**src/rtl/fnm_pkg.sv**
```systemverilog
package fnm_pkg;

  localparam int NAME_COUNT  = 19;
  localparam int NAME_LENGTH = 5;
  localparam int SYMBOL_W    = 8;
  localparam int POS_W       = 3;
  localparam int INDEX_W     = 5;

  typedef enum logic [1:0] {
    ST_PENDING  = 2'd0,
    ST_MATCH    = 2'd1,
    ST_NO_MATCH = 2'd2
  } status_t;

  typedef logic [SYMBOL_W-1:0] char_t;

  // unused slots hold zero and never compare equal
  localparam char_t NAME_ROM [NAME_COUNT][NAME_LENGTH] = '{
    '{"s", "q", "r", "t", 8'h00},
    '{"c", "b", "r", "t", 8'h00},
    '{"a", "b", "s", 8'h00, 8'h00},
    '{"r", "a", "d", 8'h00, 8'h00},
    '{"s", "i", "n", 8'h00, 8'h00},
    '{"c", "o", "s", 8'h00, 8'h00},
    '{"t", "a", "n", 8'h00, 8'h00},
    '{"a", "s", "i", "n", 8'h00},
    '{"a", "c", "o", "s", 8'h00},
    '{"a", "t", "a", "n", 8'h00},
    '{"c", "s", "c", 8'h00, 8'h00},
    '{"s", "e", "c", 8'h00, 8'h00},
    '{"c", "o", "t", 8'h00, 8'h00},
    '{"f", "l", "o", "o", "r"},
    '{"t", "r", "u", "n", "c"},
    '{"c", "e", "i", "l", 8'h00},
    '{"r", "o", "u", "n", "d"},
    '{"l", "o", "g", "2", 8'h00},
    '{"l", "o", "g", "1", "0"}
  };

  // position of the final character of each name
  localparam logic [POS_W-1:0] LAST_POS [NAME_COUNT] = '{
    3'd3, 3'd3, 3'd2, 3'd2, 3'd2, 3'd2, 3'd2, 3'd3, 3'd3, 3'd3,
    3'd2, 3'd2, 3'd2, 3'd4, 3'd4, 3'd3, 3'd4, 3'd3, 3'd4
  };

endpackage

```
**src/rtl/function_name_matcher.sv**
```systemverilog
// function name matcher
// s_tdata carries one character per transfer; each transfer yields exactly one
// result on the master side. m_tuser carries the status (pending, name matched,
// no name matches) and m_tdata the table index of the matched name, zero
// otherwise. A match or a mismatch restarts matching with every name live at
// the first character, so the next character begins a new name.
// Structure: an input register, a combinational parallel compare of the
// character against all table entries at the current position, and a result
// register, which drives m_tvalid. Throughput is one character per cycle
// while m_tready is high; the candidate mask and position update in the same
// cycle as the compare, so consecutive characters follow without a gap.
// When m_tready is low the result register holds and the input register
// still takes one more character; s_tready drops only when both are full.
// Reset clears both valid flags, marks every name live and sets the position
// to zero.
module function_name_matcher
  import fnm_pkg::*;
(
  input  logic       clk,
  input  logic       rst,
  input  logic       s_tvalid,
  output logic       s_tready,
  input  logic [7:0] s_tdata,   // [7:0] symbol
  output logic       m_tvalid,
  input  logic       m_tready,
  output logic [7:0] m_tdata,   // [4:0] name_index, [7:5] zero
  output logic [1:0] m_tuser    // [1:0] status
);

  logic                  in_valid;
  char_t                 in_symbol;
  logic [NAME_COUNT-1:0] live_mask;
  logic [NAME_COUNT-1:0] live_mask_next;
  logic [POS_W-1:0]      char_position;
  logic [POS_W-1:0]      char_position_next;
  status_t               out_status;
  status_t               status_next;
  logic [INDEX_W-1:0]    out_index;
  logic [INDEX_W-1:0]    index_next;

  logic                  out_free;
  logic                  advance;
  logic                  pos_ok;
  logic [POS_W-1:0]      pos_idx;
  logic [NAME_COUNT-1:0] hit;
  logic [NAME_COUNT-1:0] finish;
  logic [NAME_COUNT-1:0] cont_mask;

  assign out_free = !m_tvalid || m_tready;
  assign advance  = in_valid && out_free;
  assign s_tready = !in_valid || out_free;

  assign pos_ok  = char_position < POS_W'(NAME_LENGTH);
  assign pos_idx = pos_ok ? char_position : '0;

  always_comb begin
    for (int i = 0; i < NAME_COUNT; i++) begin
      hit[i] = live_mask[i] && (NAME_ROM[i][pos_idx] != '0) &&
               (NAME_ROM[i][pos_idx] == in_symbol);
      finish[i]    = hit[i] && (pos_idx == LAST_POS[i]);
      cont_mask[i] = hit[i] && (pos_idx != LAST_POS[i]);
    end
  end

  always_comb begin
    index_next = '0;
    // scan downward so the lowest finishing index wins
    for (int i = NAME_COUNT - 1; i >= 0; i--) begin
      if (finish[i]) begin
        index_next = INDEX_W'(i);
      end
    end
  end

  always_comb begin
    live_mask_next     = '1;
    char_position_next = '0;
    if (!pos_ok) begin
      status_next = ST_NO_MATCH;
    end else if (|finish) begin
      status_next = ST_MATCH;
    end else if (cont_mask == '0) begin
      status_next = ST_NO_MATCH;
    end else begin
      status_next        = ST_PENDING;
      live_mask_next     = cont_mask;
      char_position_next = char_position + POS_W'(1);
    end
  end

  always_ff @(posedge clk) begin
    if (rst) begin
      in_valid      <= 1'b0;
      m_tvalid      <= 1'b0;
      live_mask     <= '1;
      char_position <= '0;
    end else begin
      if (s_tready) begin
        in_valid <= s_tvalid;
      end
      if (out_free) begin
        m_tvalid <= in_valid;
      end
      if (advance) begin
        live_mask     <= live_mask_next;
        char_position <= char_position_next;
      end
    end
  end

  always_ff @(posedge clk) begin
    if (s_tready && s_tvalid) begin
      in_symbol <= s_tdata;
    end
    if (advance) begin
      out_status <= status_next;
      out_index  <= (status_next == ST_MATCH) ? index_next : '0;
    end
  end

  assign m_tdata = {{(8 - INDEX_W){1'b0}}, out_index};
  assign m_tuser = out_status;

  a_live_nonzero: assert property (@(posedge clk) disable iff (rst)
    live_mask != '0)
    else $error("candidate mask empty");

  a_pos_range: assert property (@(posedge clk) disable iff (rst)
    char_position < POS_W'(NAME_LENGTH))
    else $error("character position past longest name");

  a_restart: assert property (@(posedge clk) disable iff (rst)
    advance && status_next != ST_PENDING |=>
      live_mask == '1 && char_position == '0)
    else $error("matcher did not restart after a decision");

  a_index: assert property (@(posedge clk) disable iff (rst)
    m_tvalid |-> (out_status == ST_MATCH && out_index < INDEX_W'(NAME_COUNT)) ||
                 (out_status != ST_MATCH && out_index == '0))
    else $error("name index inconsistent with status");

endmodule
```
**config.mk**
```make
export PLATFORM = sky130hd
export DESIGN_NAME = function_name_matcher
export DESIGN_NICKNAME = d
export VERILOG_FILES = /design/src/rtl/fnm_pkg.sv /design/src/rtl/function_name_matcher.sv
export SDC_FILE = /design/constraint.sdc
export NUM_CORES = 1
export LEC_CHECK = 0
export BUFFER_PORTS_ARGS = -buffer_cell sky130_fd_sc_hd__buf_4
export CAP_MARGIN = 30
export CORE_UTILIZATION = 35
export CTS_BUF_LIST = sky130_fd_sc_hd__clkbuf_4 sky130_fd_sc_hd__clkbuf_8 sky130_fd_sc_hd__clkbuf_16
export DETAILED_ROUTE_END_ITERATION = 16
export PLACE_DENSITY = 0.57
export SLEW_MARGIN = 20
export SYNTH_ARGS = -nofsm -noshare
export SYNTH_HDL_FRONTEND = slang
export SYNTH_SLANG_ARGS = --single-unit
```
**constraint.sdc**
```tcl
create_clock -name clk -period 3.66 [get_ports clk]
set_input_delay 0.183 -clock clk [delete_from_list [all_inputs] [get_ports clk]]
set_output_delay 0.183 -clock clk [all_outputs]
set_load 0.005 [all_outputs]
```
==> summary.md, run 1 <==
| Metric | Value |
|---|---|
| Max Clock Freq | `286 MHz` |
| Synthesized area | `between 0.003 and 0.004 mm2` |
| # hold bufs at CTS | `0` |
| Number of failing setup endpoints in the final timing report | `0` |
| Clock input transition at the sequential cells of the worst setup and hold paths | `0.08 ns` |
| Total core area | `0.00991 mm2` |
| Sink count of the clock tree | `39` |
| Synthesis-to-finish area growth | `17.0%` |
| Full die area | `roughly 0.011 mm2` |
| Port bufs | `20` |
| Worst IR drop on VDD | `278 uV` |
| Leakage power of the design | `approximately 1.6 nW` |
| Critical path launch point type | `flop` |
| Number of enable-type register cells in the synthesized netlist | `15` |
| Origin of the worst setup path | `char_position[2]` |
| Finished Layout Cells | `630` |
| Primary flip-flop cell chosen by synthesis mapping | `sky130_fd_sc_hd__dfxtp_1` |
| Slew @ Worst Pin | `around 0.83 ns` |
| Worst-case setup slack after placement | `about 0.048 ns` |
| Clock network latency to the later pin of the worst-skew pair | `0.30 ns` |
| Share of the synthesized area in the top cell type | `about an eighth` |
| Status | `finished, final reports clean` |
| Placed inst area | `just over 0.004 mm2` |
| Vias per inst | `between 5 and 6` |
| Number of buffers added by the clock tree synthesis step | `5` |
| Count of final hold-check violations | `0` |
| Half-perimeter wire length after placement | `between 9000 and 10000 um` |
| CTS tree | `built` |
| Die extent in x | `about 100 um` |
| Number of remaining DRC errors | `0` |
| Pwr per Cell Area | `~250 mW/mm2` |
| Asr flop ratio synth | `0%` |
| Worst Setup Slack, final | `approximately 0.17 ns` |
| Setup tns final | `0 ns` |
| R2r endpoint | `out_index[2]` |
| Share of final-layout standard cells stronger than drive strength 1 | `about a fifth` |
| Via count | `approximately 3800` |
| Wire length of the first global-routing pass | `around 19000 um` |
| Routability congestion estimate | `0.978` |
| Initial DRC Count | `376` |
| FP Rows | `36` |
| Largest cells by area after synthesis | `sky130_fd_sc_hd__dfxtp_1, sky130_fd_sc_hd__edfxtp_1, sky130_fd_sc_hd__nor2_1` |
| Crit-path max FO | `7` |
| Crit share post-route | `between 90% and 100%` |
| Sequential share of the synthesized area | `roughly 26%` |
| Length in cells of the worst reg-to-reg path | `12` |
| Routed wire per std cell | `19.1 um` |
| Utilization after layout | `42.9%` |
| Post-Synth Adder-Cell Area | `roughly 2.8%` |
| Total gr overflow | `0` |
| Reg-to-reg setup timing slack | `0.17 ns` |
| Combinational family with the most area after synthesis | `simple AND/OR/NAND/NOR gates` |
| Average cell area after synthesis | `around 7.8 um2` |
| Worst Hold Class | `in2reg` |
| Number of nets in the finished design | `about 520` |
| Post-Layout Inst Area | `0.00426 mm2` |
| Chip height | `just over 100 um` |
| Antenna violation net count after detailed routing | `0` |
| Maximum buffer depth of the clock tree | `2` |
| Count of mapped cells out of synthesis | `468` |
| 1st-pass router iterations | `6` |
| Wire length after detailed routing | `about 12000 um` |
| Number of flip-flops and latches in the synthesized netlist | `39` |
| Portion of netlist area occupied by mux cells | `under 10%` |
| Antenna violations before repair | `0` |
| Worst endpoint required time | `3.79 ns` |
| Area share of xor/xnor cells in the synthesized design | `under 10%` |
| Compound-cell area share of the yosys netlist | `roughly a quarter` |
| Pins Over Slew Limit | `0` |
| Critical Path Sink Type | `flop` |
| Via count of the first global-routing pass | `~3600` |
| CP Data Arrival Time | `~3.6 ns` |
| Hold path depth | `1` |
| Largest net degree at the start of global routing | `24` |
| Type of the setup path with the least slack | `reg2reg` |
| Buffer type at the clock tree root | `sky130_fd_sc_hd__clkbuf_8` |
| Post-synthesis cell type count | `75` |
| Launching point of the worst reg2reg path | `char_position[2]` |
| Number of violations of the max-capacitance limit | `0` |
| Total number of yosys warnings | `0` |
| Startpoint of the most critical hold path | `s_tdata[2]` |
| Endpoint of the worst hold path | `in_symbol[2]` |
| Clock tree skew after final layout | `0.00467 ns` |
| Cells after DPL | `roughly 620` |
| Initial core utilization | `36.7%` |
| Crit path time final | `~3.5 ns` |
| Overall track demand over capacity in global routing | `between 20% and 30%` |
| Number of antenna repair diodes | `0` |
| Area leader, netlist | `sky130_fd_sc_hd__dfxtp_1` |
| Post-Synth Simple-Gate Area | `a little under a third` |
| Worst rel slew slack | `44.4%` |
| Deepest level of the CTS H-tree | `2` |
| I/O pin total | `24` |
==> report_power, final <==
group	switching [mW]	leakage [nW]	internal, mW
Sequential	0.0198	0.338	0.464
Combinational	0.0933	1.18	0.0696
Clock	0.155	0.0670	0.252
Total	0.268	1.58	0.786
==> sequential cells by signal, summed over array words and instances (netlist names) <==
| register | cells |
|---|---|
| in_valid | 1 |
| out_index | 5 |
| m_tvalid | 1 |
| in_symbol | 8 |
| m_tuser | 2 |
| live_mask | 19 |
| char_position | 3 |
==> cell usage after synthesis (4+ instances only) <==
| cell | instances |
|---|---|
| sky130_fd_sc_hd__and3_1 | 5 |
| sky130_fd_sc_hd__nor3b_1 | 4 |
| sky130_fd_sc_hd__edfxtp_1 | 15 |
| sky130_fd_sc_hd__o22ai_1 | 7 |
| sky130_fd_sc_hd__xnor2_1 | 20 |
| sky130_fd_sc_hd__xor2_1 | 7 |
| sky130_fd_sc_hd__buf_4 | 5 |
| sky130_fd_sc_hd__and2_1 | 6 |
| sky130_fd_sc_hd__nand3_1 | 12 |
| sky130_fd_sc_hd__nand4_1 | 8 |
| sky130_fd_sc_hd__nor3_1 | 14 |
| sky130_fd_sc_hd__dfxtp_1 | 24 |
| sky130_fd_sc_hd__nor2_1 | 50 |
| sky130_fd_sc_hd__buf_2 | 22 |
| sky130_fd_sc_hd__ha_1 | 8 |
| sky130_fd_sc_hd__a22oi_1 | 4 |
| sky130_fd_sc_hd__clkbuf_1 | 10 |
| sky130_fd_sc_hd__a21oi_1 | 22 |
| sky130_fd_sc_hd__o211ai_1 | 4 |
| sky130_fd_sc_hd__nand2b_1 | 12 |
| sky130_fd_sc_hd__nor4_1 | 10 |
| sky130_fd_sc_hd__nand2_1 | 39 |
| sky130_fd_sc_hd__mux2i_1 | 4 |
| sky130_fd_sc_hd__inv_1 | 13 |
| sky130_fd_sc_hd__o21ai_0 | 17 |
| sky130_fd_sc_hd__o22a_1 | 10 |
| sky130_fd_sc_hd__a21oi_2 | 10 |
| sky130_fd_sc_hd__nor2b_1 | 18 |
| sky130_fd_sc_hd__a31oi_1 | 6 |
| sky130_fd_sc_hd__a211oi_1 | 7 |
==> per-layer routing <==
layer	wire length [um]	global-route usage, %
met5	0	0
met4	526	10.9
met3	855	3.51
met2	5520	37.2
met1	5140	28.9
==> cell usage in the layout, fill, tap and decap left out, types with 8 or more instances in the layout <==
cell and count:
sky130_fd_sc_hd__o21ai_0 17, sky130_fd_sc_hd__edfxtp_1 15, sky130_fd_sc_hd__nor2_1 50, sky130_fd_sc_hd__o22a_1 10, sky130_fd_sc_hd__buf_4 59, sky130_fd_sc_hd__nor3_1 13, sky130_fd_sc_hd__nand2b_1 12, sky130_fd_sc_hd__dfxtp_1 24
sky130_fd_sc_hd__xnor2_1 20, sky130_fd_sc_hd__nand4_1 8, sky130_fd_sc_hd__nor4_1 9, sky130_fd_sc_hd__nor2b_1 18, sky130_fd_sc_hd__inv_1 13, sky130_fd_sc_hd__nand2_1 39, sky130_fd_sc_hd__a21oi_1 19, sky130_fd_sc_hd__nand3_1 10
sky130_fd_sc_hd__a21oi_2 13
==> final cells by class <==
type / count / area [um2]
Fill cell: 1025 / 5650
Multi-Input combinational cell: 374 / 2490
Sequential cell: 39 / 931
Timing Repair Buffer: 61 / 483
Tap cell: 133 / 166
Clock buffer: 7 / 101
Inverter: 15 / 56.3
Clock inverter: 1 / 30.0
==> through the flow <==
stage	power (mW)	hold WS, ns
final	1.05	0.0553
after global placement	0.650	0.362
after global routing	1.09	0.0472
after detailed placement	0.650	0.363
after CTS	1.06	0.0468
after floorplan	0.595	0.255
==> what timing repair did <==
action / 4_1_cts / 5_1_grt
resized for setup: 0 / 14
setup buffers: 0 / 1
endpoints found under the setup margin: 0 / 24
==> logic make-up after synthesis <==
| group | after synthesis |
|---|---|
| DFF | 39 |
| buffers and inverters | 57 |
| other | 1 |
| and+or+nand+nor | 206 |
| xor gates and xnor gates | 27 |
| muxes | 4 |
| AOI/OAI and AO/OA | 126 |
| adders and majority gates | 8 |
==> worst max-delay path by stage <==
stage	to	slack (ns)	cells past startpoint
global placement	out_index[2]	0.12	14
detailed placement	out_index[2]	0.05	14
CTS	out_index[2]	0.03	14
finish	out_index[2]	0.17	12
global route	live_mask[18]	-0.04	13
floorplan	char_position[1]	0.14	17
==> critical path, stage by stage, from the launching register on <==
cell and delay (ns):
sky130_fd_sc_hd__dfxtp_1 0.34, sky130_fd_sc_hd__nand2b_1 0.17, sky130_fd_sc_hd__clkinv_1 0.10, sky130_fd_sc_hd__ha_2 0.26, sky130_fd_sc_hd__or3b_1 0.39, sky130_fd_sc_hd__a2111oi_2 0.40
sky130_fd_sc_hd__a211o_1 0.24, sky130_fd_sc_hd__or3b_1 0.43, sky130_fd_sc_hd__a21oi_2 0.26, sky130_fd_sc_hd__a211oi_4 0.08, sky130_fd_sc_hd__a31o_1 0.27, sky130_fd_sc_hd__o21bai_1 0.17
sky130_fd_sc_hd__nor3_1 0.20
No activity file was read; power rests on OpenSTA's default activity.
==> inputs of run 2 (changes only) <==
--- a/config.mk
+++ b/config.mk
@@ -7,10 +7,12 @@
 export LEC_CHECK = 0
 export BUFFER_PORTS_ARGS = -buffer_cell sky130_fd_sc_hd__buf_4
 export CAP_MARGIN = 30
+export CELL_PAD_IN_SITES_DETAIL_PLACEMENT = 0
+export CELL_PAD_IN_SITES_GLOBAL_PLACEMENT = 1
 export CORE_UTILIZATION = 35
 export CTS_BUF_LIST = sky130_fd_sc_hd__clkbuf_4 sky130_fd_sc_hd__clkbuf_8 sky130_fd_sc_hd__clkbuf_16
 export DETAILED_ROUTE_END_ITERATION = 16
-export PLACE_DENSITY = 0.57
+export PLACE_DENSITY = 0.68
 export SLEW_MARGIN = 20
 export SYNTH_ARGS = -nofsm -noshare
 export SYNTH_HDL_FRONTEND = slang
==> constraint.sdc (replaced) <==
create_clock -name clk -period 3.7 [get_ports clk]
set_input_delay 0.185 -clock clk [delete_from_list [all_inputs] [get_ports clk]]
set_output_delay 0.185 -clock clk [all_outputs]
set_load 0.005 [all_outputs]
==> run 2 against run 1 <==
Against the previous run:
- count of clock-buffer cells in the layout unchanged
- sequential cell count unchanged
- register-to-register slack better by 0.04 ns
- utilization down 0.85 points
- non-clock buffer count down 4
- die area unchanged
- clock skew up 0.0053 ns
==> summary.md, run 2 (synthesis results as in run 1) <==
| Metric | Value |
|---|---|
| Status | `finished, final reports clean` |
| Antenna violations before repair | `0` |
| Number of antenna repair diodes | `0` |
| Number of violations of the max-capacitance limit | `0` |
| Count of final hold-check violations | `0` |
| Total gr overflow | `0` |
| R2r endpoint | `char_position[1]` |
| Critical path launch point type | `flop` |
| Type of the setup path with the least slack | `reg2reg` |
| Registers with the most flip-flops | `live_mask: 19 flops, in_symbol: 8 flops, out_index: 5 flops` |
| Wire length of the first global-routing pass | `19300 um` |
| Footprint of the flip-flops and latches | `around 930 um2` |
| Fillers | `1058` |
| Post-Layout Inst Area | `0.00417 mm2` |
| Clock input transition at the sequential cells of the worst setup and hold paths | `0.08 ns` |
| Largest net degree at the start of global routing | `24` |
| # hold bufs at CTS | `0` |
| Via count of the first global-routing pass | `between 3000 and 4000` |
| Most flop-heavy register | `live_mask` |
| Overall power consumption | `between 1 and 1.5 mW` |
| Initial DRC Count | `347` |
| Cells after DPL | `618` |
| Number of failing setup endpoints in the final timing report | `0` |
| Leakage power of the design | `roughly 1.5 nW` |
| Max FFs per register | `19` |
| CTS tree | `built` |
| Met2 Wirelength | `5460 um` |
| Reg-to-reg setup timing slack | `~0.21 ns` |
| Final hold slack | `~0.054 ns` |
| Worst endpoint required time | `between 3 and 4 ns` |
| Overall track demand over capacity in global routing | `22.8%` |
| Chip height | `just over 100 um` |
| Clock tree skew after final layout | `approximately 0.01 ns` |
| Utilization after layout | `42.1%` |
| Crit share post-route | `94.3%` |
| Crit-path max FO | `22` |
| Multi-input logic area | `0.00246 mm2` |
| Vias per inst | `5.82` |
| Share of final-layout standard cells stronger than drive strength 1 | `19.9%` |
| I/O pin total | `24` |
| Length in cells of the worst reg-to-reg path | `12` |
| Half-perimeter wire length after placement | `between 9000 and 10000 um` |
| Worst-case setup slack after placement | `about 0.15 ns` |
| Port bufs | `20` |
| Via count | `3645` |
| CP Data Arrival Time | `about 3.7 ns` |
| Launching point of the worst reg2reg path | `char_position[0]` |
| Synthesis-to-finish area growth | `14.7%` |
| 1st-pass router iterations | `7` |
| Routability congestion estimate | `slightly above 0.9` |
| Sink count of the clock tree | `39` |
| Wire length after detailed routing | `roughly 12000 um` |
| Slew @ Worst Pin | `0.920 ns` |
| Crit path time final | `roughly 3.5 ns` |
| Finished Layout Cells | `about 630` |
| Worst IR drop on VDD | `between 100 and 150 uV` |
| Clock network latency to the later pin of the worst-skew pair | `about 0.30 ns` |
| Antenna violation net count after detailed routing | `0` |
| Setup tns final | `0 ns` |
| Deepest level of the CTS H-tree | `2` |
| Worst Setup Slack, final | `0.211 ns` |
| Commonest non-fill, non-tap cells in the layout | `sky130_fd_sc_hd__buf_4, sky130_fd_sc_hd__nor2_1, sky130_fd_sc_hd__nand2_1, sky130_fd_sc_hd__dfxtp_1` |
| Initial core utilization | `a little under two fifths` |
| Number of remaining DRC errors | `0` |
| Worst rel slew slack | `about two fifths` |
| Number of buffers added by the clock tree synthesis step | `5` |
| Highest signal layer in the routed design | `met4` |
| Wire length on met1 | `around 5600 um` |
| Pins Over Slew Limit | `0` |
| Worst Hold Class | `in2reg` |
| FP Rows | `36` |
| Total core area | `between 0.009 and 0.01 mm2` |
| Placed inst area | `just over 0.004 mm2` |
| Critical Path Sink Type | `flop` |
| Amount of wire on met3 after detailed routing | `681 um` |
| Pwr per Cell Area | `about 240 mW/mm2` |
| Number of nets in the finished design | `512` |
| Routed wire per std cell | `19.4 um` |
| Buffer type at the clock tree root | `sky130_fd_sc_hd__clkbuf_8` |
| Worst setup path endpoint | `char_position[1]` |
| Unrepaired setup endpoints after global routing | `no` |
| Maximum buffer depth of the clock tree | `2` |
| Full die area | `around 0.011 mm2` |
| Origin of the worst setup path | `char_position[0]` |
| Most common cell after layout, fill and taps aside | `sky130_fd_sc_hd__buf_4` |
| Die extent in x | `a little over 100 um` |
| Max Clock Freq | `287 MHz` |
## run 2: cell count changes in the layout (fill, tap and decap cells not counted), sizes merged
cell,delta
clkinvlp,+1
buf,-4
bufinv,-1
## run 2: worst max-delay path, stage by stage, from the launching register on
cell                        delay [ns]
sky130_fd_sc_hd__dfxtp_1          0.34
sky130_fd_sc_hd__buf_4            0.22
sky130_fd_sc_hd__or3b_1           0.65
sky130_fd_sc_hd__buf_4            0.27
sky130_fd_sc_hd__a211oi_1         0.38
sky130_fd_sc_hd__o311a_1          0.31
sky130_fd_sc_hd__a21oi_1          0.12
sky130_fd_sc_hd__o211ai_1         0.29
sky130_fd_sc_hd__nor3b_2          0.13
sky130_fd_sc_hd__and4_4           0.17
sky130_fd_sc_hd__and3_1           0.13
sky130_fd_sc_hd__buf_4            0.20
sky130_fd_sc_hd__o2bb2ai_2        0.13
## run 2: final cells by class
cell class                 count  share of cell area [%]
multi-input combinational    374                    59.0
sequential                    39                    22.3
timing repair buffer          57                    10.6
tap                          133                    3.99
clock buffer                   7                    2.58
inverter                      15                    1.44
clock inverter                 1                   0.120
## run 2: how the worst min path moves through the flow
| stage | start | endpoint | slack [ns] | cells past startpoint |
|---|---|---|---|---|
| finish | s_tdata[3] | in_symbol[3] | 0.05 | 1 |
| global route | s_tdata[3] | in_symbol[3] | 0.04 | 1 |
| CTS | s_tdata[6] | in_symbol[6] | 0.05 | 1 |
| detailed placement | s_tdata[6] | in_symbol[6] | 0.36 | 1 |
| global placement | s_tdata[6] | in_symbol[6] | 0.36 | 1 |
| floorplan | rst | in_valid | 0.26 | 1 |
## run 2: power breakdown
part	switching (mW)	total, mW	internal (mW)
combinational	0.0942	0.162	0.0673
clock	0.173	0.365	0.192
sequential	0.0167	0.476	0.459
## run 2: what timing repair did
| action | CTS | global route |
|---|---|---|
| endpoints found under the setup margin | 0 | 24 |
| gates resized for setup | 0 | 10 |
| setup buffers | 0 | 0 |
## run 2: per-layer routing
| layer | track usage, % | vias to the layer above |
|---|---|---|
| li1 | - | 1756 |
| met1 | 31.7 | 1708 |
| met2 | 35.8 | 153 |
| met3 | 2.63 | 28 |
| met4 | 9.59 | 0 |
| met5 | 0 | - |
==> inputs of run 3 (changes only) <==
--- a/config.mk
+++ b/config.mk
@@ -12,7 +12,9 @@
 export CORE_UTILIZATION = 35
 export CTS_BUF_LIST = sky130_fd_sc_hd__clkbuf_4 sky130_fd_sc_hd__clkbuf_8 sky130_fd_sc_hd__clkbuf_16
 export DETAILED_ROUTE_END_ITERATION = 16
+export GPL_TIMING_DRIVEN = 0
 export PLACE_DENSITY = 0.68
+export REMOVE_ABC_BUFFERS = 1
 export SLEW_MARGIN = 20
 export SYNTH_ARGS = -nofsm -noshare
 export SYNTH_HDL_FRONTEND = slang
==> run 3 against run 2 <==
Against the previous run:
- via count up 2.9%
- die area unchanged
- count of clock-buffer cells in the layout down 1
- maximum frequency down 2.8%
- global-route usage up 0.45 points
- critical endpoint is now out_index[2]
- worst setup slack worse by 0.10 ns
==> summary.md, run 3 (synthesis results as in run 1) <==
| Metric | Value |
|---|---|
| Status | `finished, final reports clean` |
| Synthesis-to-finish area growth | `18.0%` |
| Clock input transition at the sequential cells of the worst setup and hold paths | `0.09 ns` |
| Port bufs | `20` |
| Count of final hold-check violations | `0` |
| Worst Hold Class | `in2reg` |
| Full die area | `0.0108 mm2` |
| Slew @ Worst Pin | `a little over 0.9 ns` |
| Die extent in x | `~100 um` |
| Kind of cell adding the most delay to the critical path | `compound AO/OA/AOI/OAI gates` |
| Type of the setup path with the least slack | `reg2reg` |
| Crit share post-route | `97.1%` |
| Crit path time final | `around 3.6 ns` |
| CTS tree | `built` |
| 1st-pass router iterations | `5` |
| Number of buffers added by the clock tree synthesis step | `5` |
| Reg-to-reg setup timing slack | `roughly 0.11 ns` |
| Half-perimeter wire length after placement | `~8500 um` |
| Initial DRC Count | `roughly 310` |
| Largest net degree at the start of global routing | `27` |
| Worst IR drop on VDD | `between 150 and 200 uV` |
| Antenna violation net count after detailed routing | `0` |
| Placed inst area | `between 0.003 and 0.004 mm2` |
| Critical path launch point type | `flop` |
| Total gr overflow | `0` |
| Buffer type at the clock tree root | `sky130_fd_sc_hd__clkbuf_8` |
| Number of violations of the max-capacitance limit | `0` |
| Total core area | `approximately 0.0099 mm2` |
| Leakage power of the design | `roughly 1.5 nW` |
| Chip height | `104 um` |
| Worst endpoint required time | `roughly 3.8 ns` |
| Deepest level of the CTS H-tree | `2` |
| Via count of the first global-routing pass | `roughly 3500` |
| Wire length of the first global-routing pass | `19600 um` |
| Registers with the most flip-flops | `live_mask: 19 flops, in_symbol: 8 flops, out_index: 5 flops` |
| Overall power consumption | `around 960 uW` |
| Most flop-heavy register | `live_mask` |
| Post-Layout Inst Area | `~0.0043 mm2` |
| Pwr per Cell Area | `223 mW/mm2` |
| Delay of the slowest cell on the worst path | `0.62 ns` |
| Number of antenna repair diodes | `0` |
| # hold bufs at CTS | `0` |
| Critical Path Sink Type | `flop` |
| Wire length after detailed routing | `approximately 13000 um` |
| Pins Over Slew Limit | `0` |
| Utilization after layout | `between 40% and 50%` |
| Fillers | `1061` |
| FP Rows | `36` |
| Number of failing setup endpoints in the final timing report | `0` |
| Max FFs per register | `19` |
| Clock network latency to the later pin of the worst-skew pair | `0.30 ns` |
| Sink count of the clock tree | `39` |
| Worst rel slew slack | `around 38%` |
| Routed wire per std cell | `between 20 and 25 um` |
| Cell with the largest stage delay on the worst path | `sky130_fd_sc_hd__or4_4` |
| Vias per inst | `slightly above 6` |
| Via count | `3750` |
| Overall track demand over capacity in global routing | `between 20% and 30%` |
| I/O pin total | `24` |
| Initial core utilization | `between 30% and 40%` |
| Final hold slack | `between 0.04 and 0.05 ns` |
| Maximum buffer depth of the clock tree | `2` |
| CP Data Arrival Time | `3.73 ns` |
| Routability congestion estimate | `roughly 0.88` |
| Number of nets in the finished design | `just over 500` |
| Crit-path cells | `clkinvlp_4 -> nand2_4 -> clkinv_4 -> ha_4 -> buf_4 -> a22o_1 -> a221oi_1 -> o21ai_1 -> or4_4 -> a21oi_1 -> a211oi_2 -> a31o_1 -> o21bai_1 -> nor3_1` |
| Commonest non-fill, non-tap cells in the layout | `sky130_fd_sc_hd__nor2_1, sky130_fd_sc_hd__buf_4, sky130_fd_sc_hd__nand2_1, sky130_fd_sc_hd__a21oi_1, sky130_fd_sc_hd__dfxtp_1` |
| Number of buffer and inverter instances along the worst setup path | `3` |
| Share of final-layout standard cells stronger than drive strength 1 | `around 22%` |
| Number of remaining DRC errors | `0` |
| Most common cell after layout, fill and taps aside | `sky130_fd_sc_hd__nor2_1` |
| Max Clock Freq | `roughly 280 MHz` |
| Clock tree skew after final layout | `between 0.01 and 0.015 ns` |
| Antenna violations before repair | `0` |
| Crit-path max FO | `6` |
[run 3: cell count changes in the layout (fill, tap and decap cells not counted), moves of 3 or more]
cell / before / now
sky130_fd_sc_hd__clkinv_4: 0 / 3
sky130_fd_sc_hd__ha_4: 0 / 4
sky130_fd_sc_hd__dfxtp_1: 24 / 21
sky130_fd_sc_hd__buf_6: 0 / 3
sky130_fd_sc_hd__dfxtp_4: 0 / 3
sky130_fd_sc_hd__buf_4: 56 / 41
[run 3: worst register-to-register path: cells and delay by family, from the launching register on]
kind | cells | cell delay, ns
AO/OA/AOI/OAI | 7 | 1.35
AND/OR/NAND/NOR | 3 | 0.97
buffers and inverters | 3 | 0.47
flip-flops | 1 | 0.43
adder cells (fa/ha/maj) | 1 | 0.22
[run 3: worst paths after layout]
path / from / endpoint / cells past startpoint
worst min-delay path: s_tdata[4] / in_symbol[4] / 1
worst max register to register: char_position[2] / out_index[2] / 14
worst min register to register: live_mask[9] / live_mask[9] / 1
worst max-delay path: char_position[2] / out_index[2] / 14
[run 3: where the power goes]
part	switching, mW	internal, mW
clock	0.176	0.141
combinational	0.0854	0.0712
sequential	0.0273	0.457
[run 3: timing repair]
item	in CTS	in global routing
setup endpoints to repair	29	26
pin swaps	4	4
buffers inserted	12	12
gates resized for setup	38	9
cloned	2	0
[run 3: layout make-up]
| cell class | count | area [um2] | area share [%] |
|---|---|---|---|
| flip-flops and latches | 39 | 942 | 22.0 |
| inverters | 15 | 71.3 | 1.66 |
| clock inverters | 2 | 13.8 | 0.321 |
| multi-input cells | 376 | 2600 | 60.7 |
| clock buffers | 6 | 76.3 | 1.78 |
| well taps | 133 | 166 | 3.88 |
| repair buffers | 49 | 418 | 9.74 |
[run 3: metrics by stage]
step                setup TNS (ns)  setup WS [ns]  instances
floorplan                    -8.36         -0.416        428
global placement            -54.15          -2.02        581
detailed placement          -55.26          -2.05        586
CTS                              0        0.00650        608
global route               -0.0161       -0.00799        620
finish                           0          0.109        620
[run 3: per-layer routing]
metal / track usage (%) / share of wire, % / wire, um / up-vias
li1: - / - / - / 1756
met1: 32.0 / 44 / 5620 / 1797
met2: 36.7 / 46 / 5850 / 165
met3: 3.95 / 7.5 / 968 / 32
met4: 8.06 / 3.0 / 383 / 0
met5: 0 / 0 / 0 / -
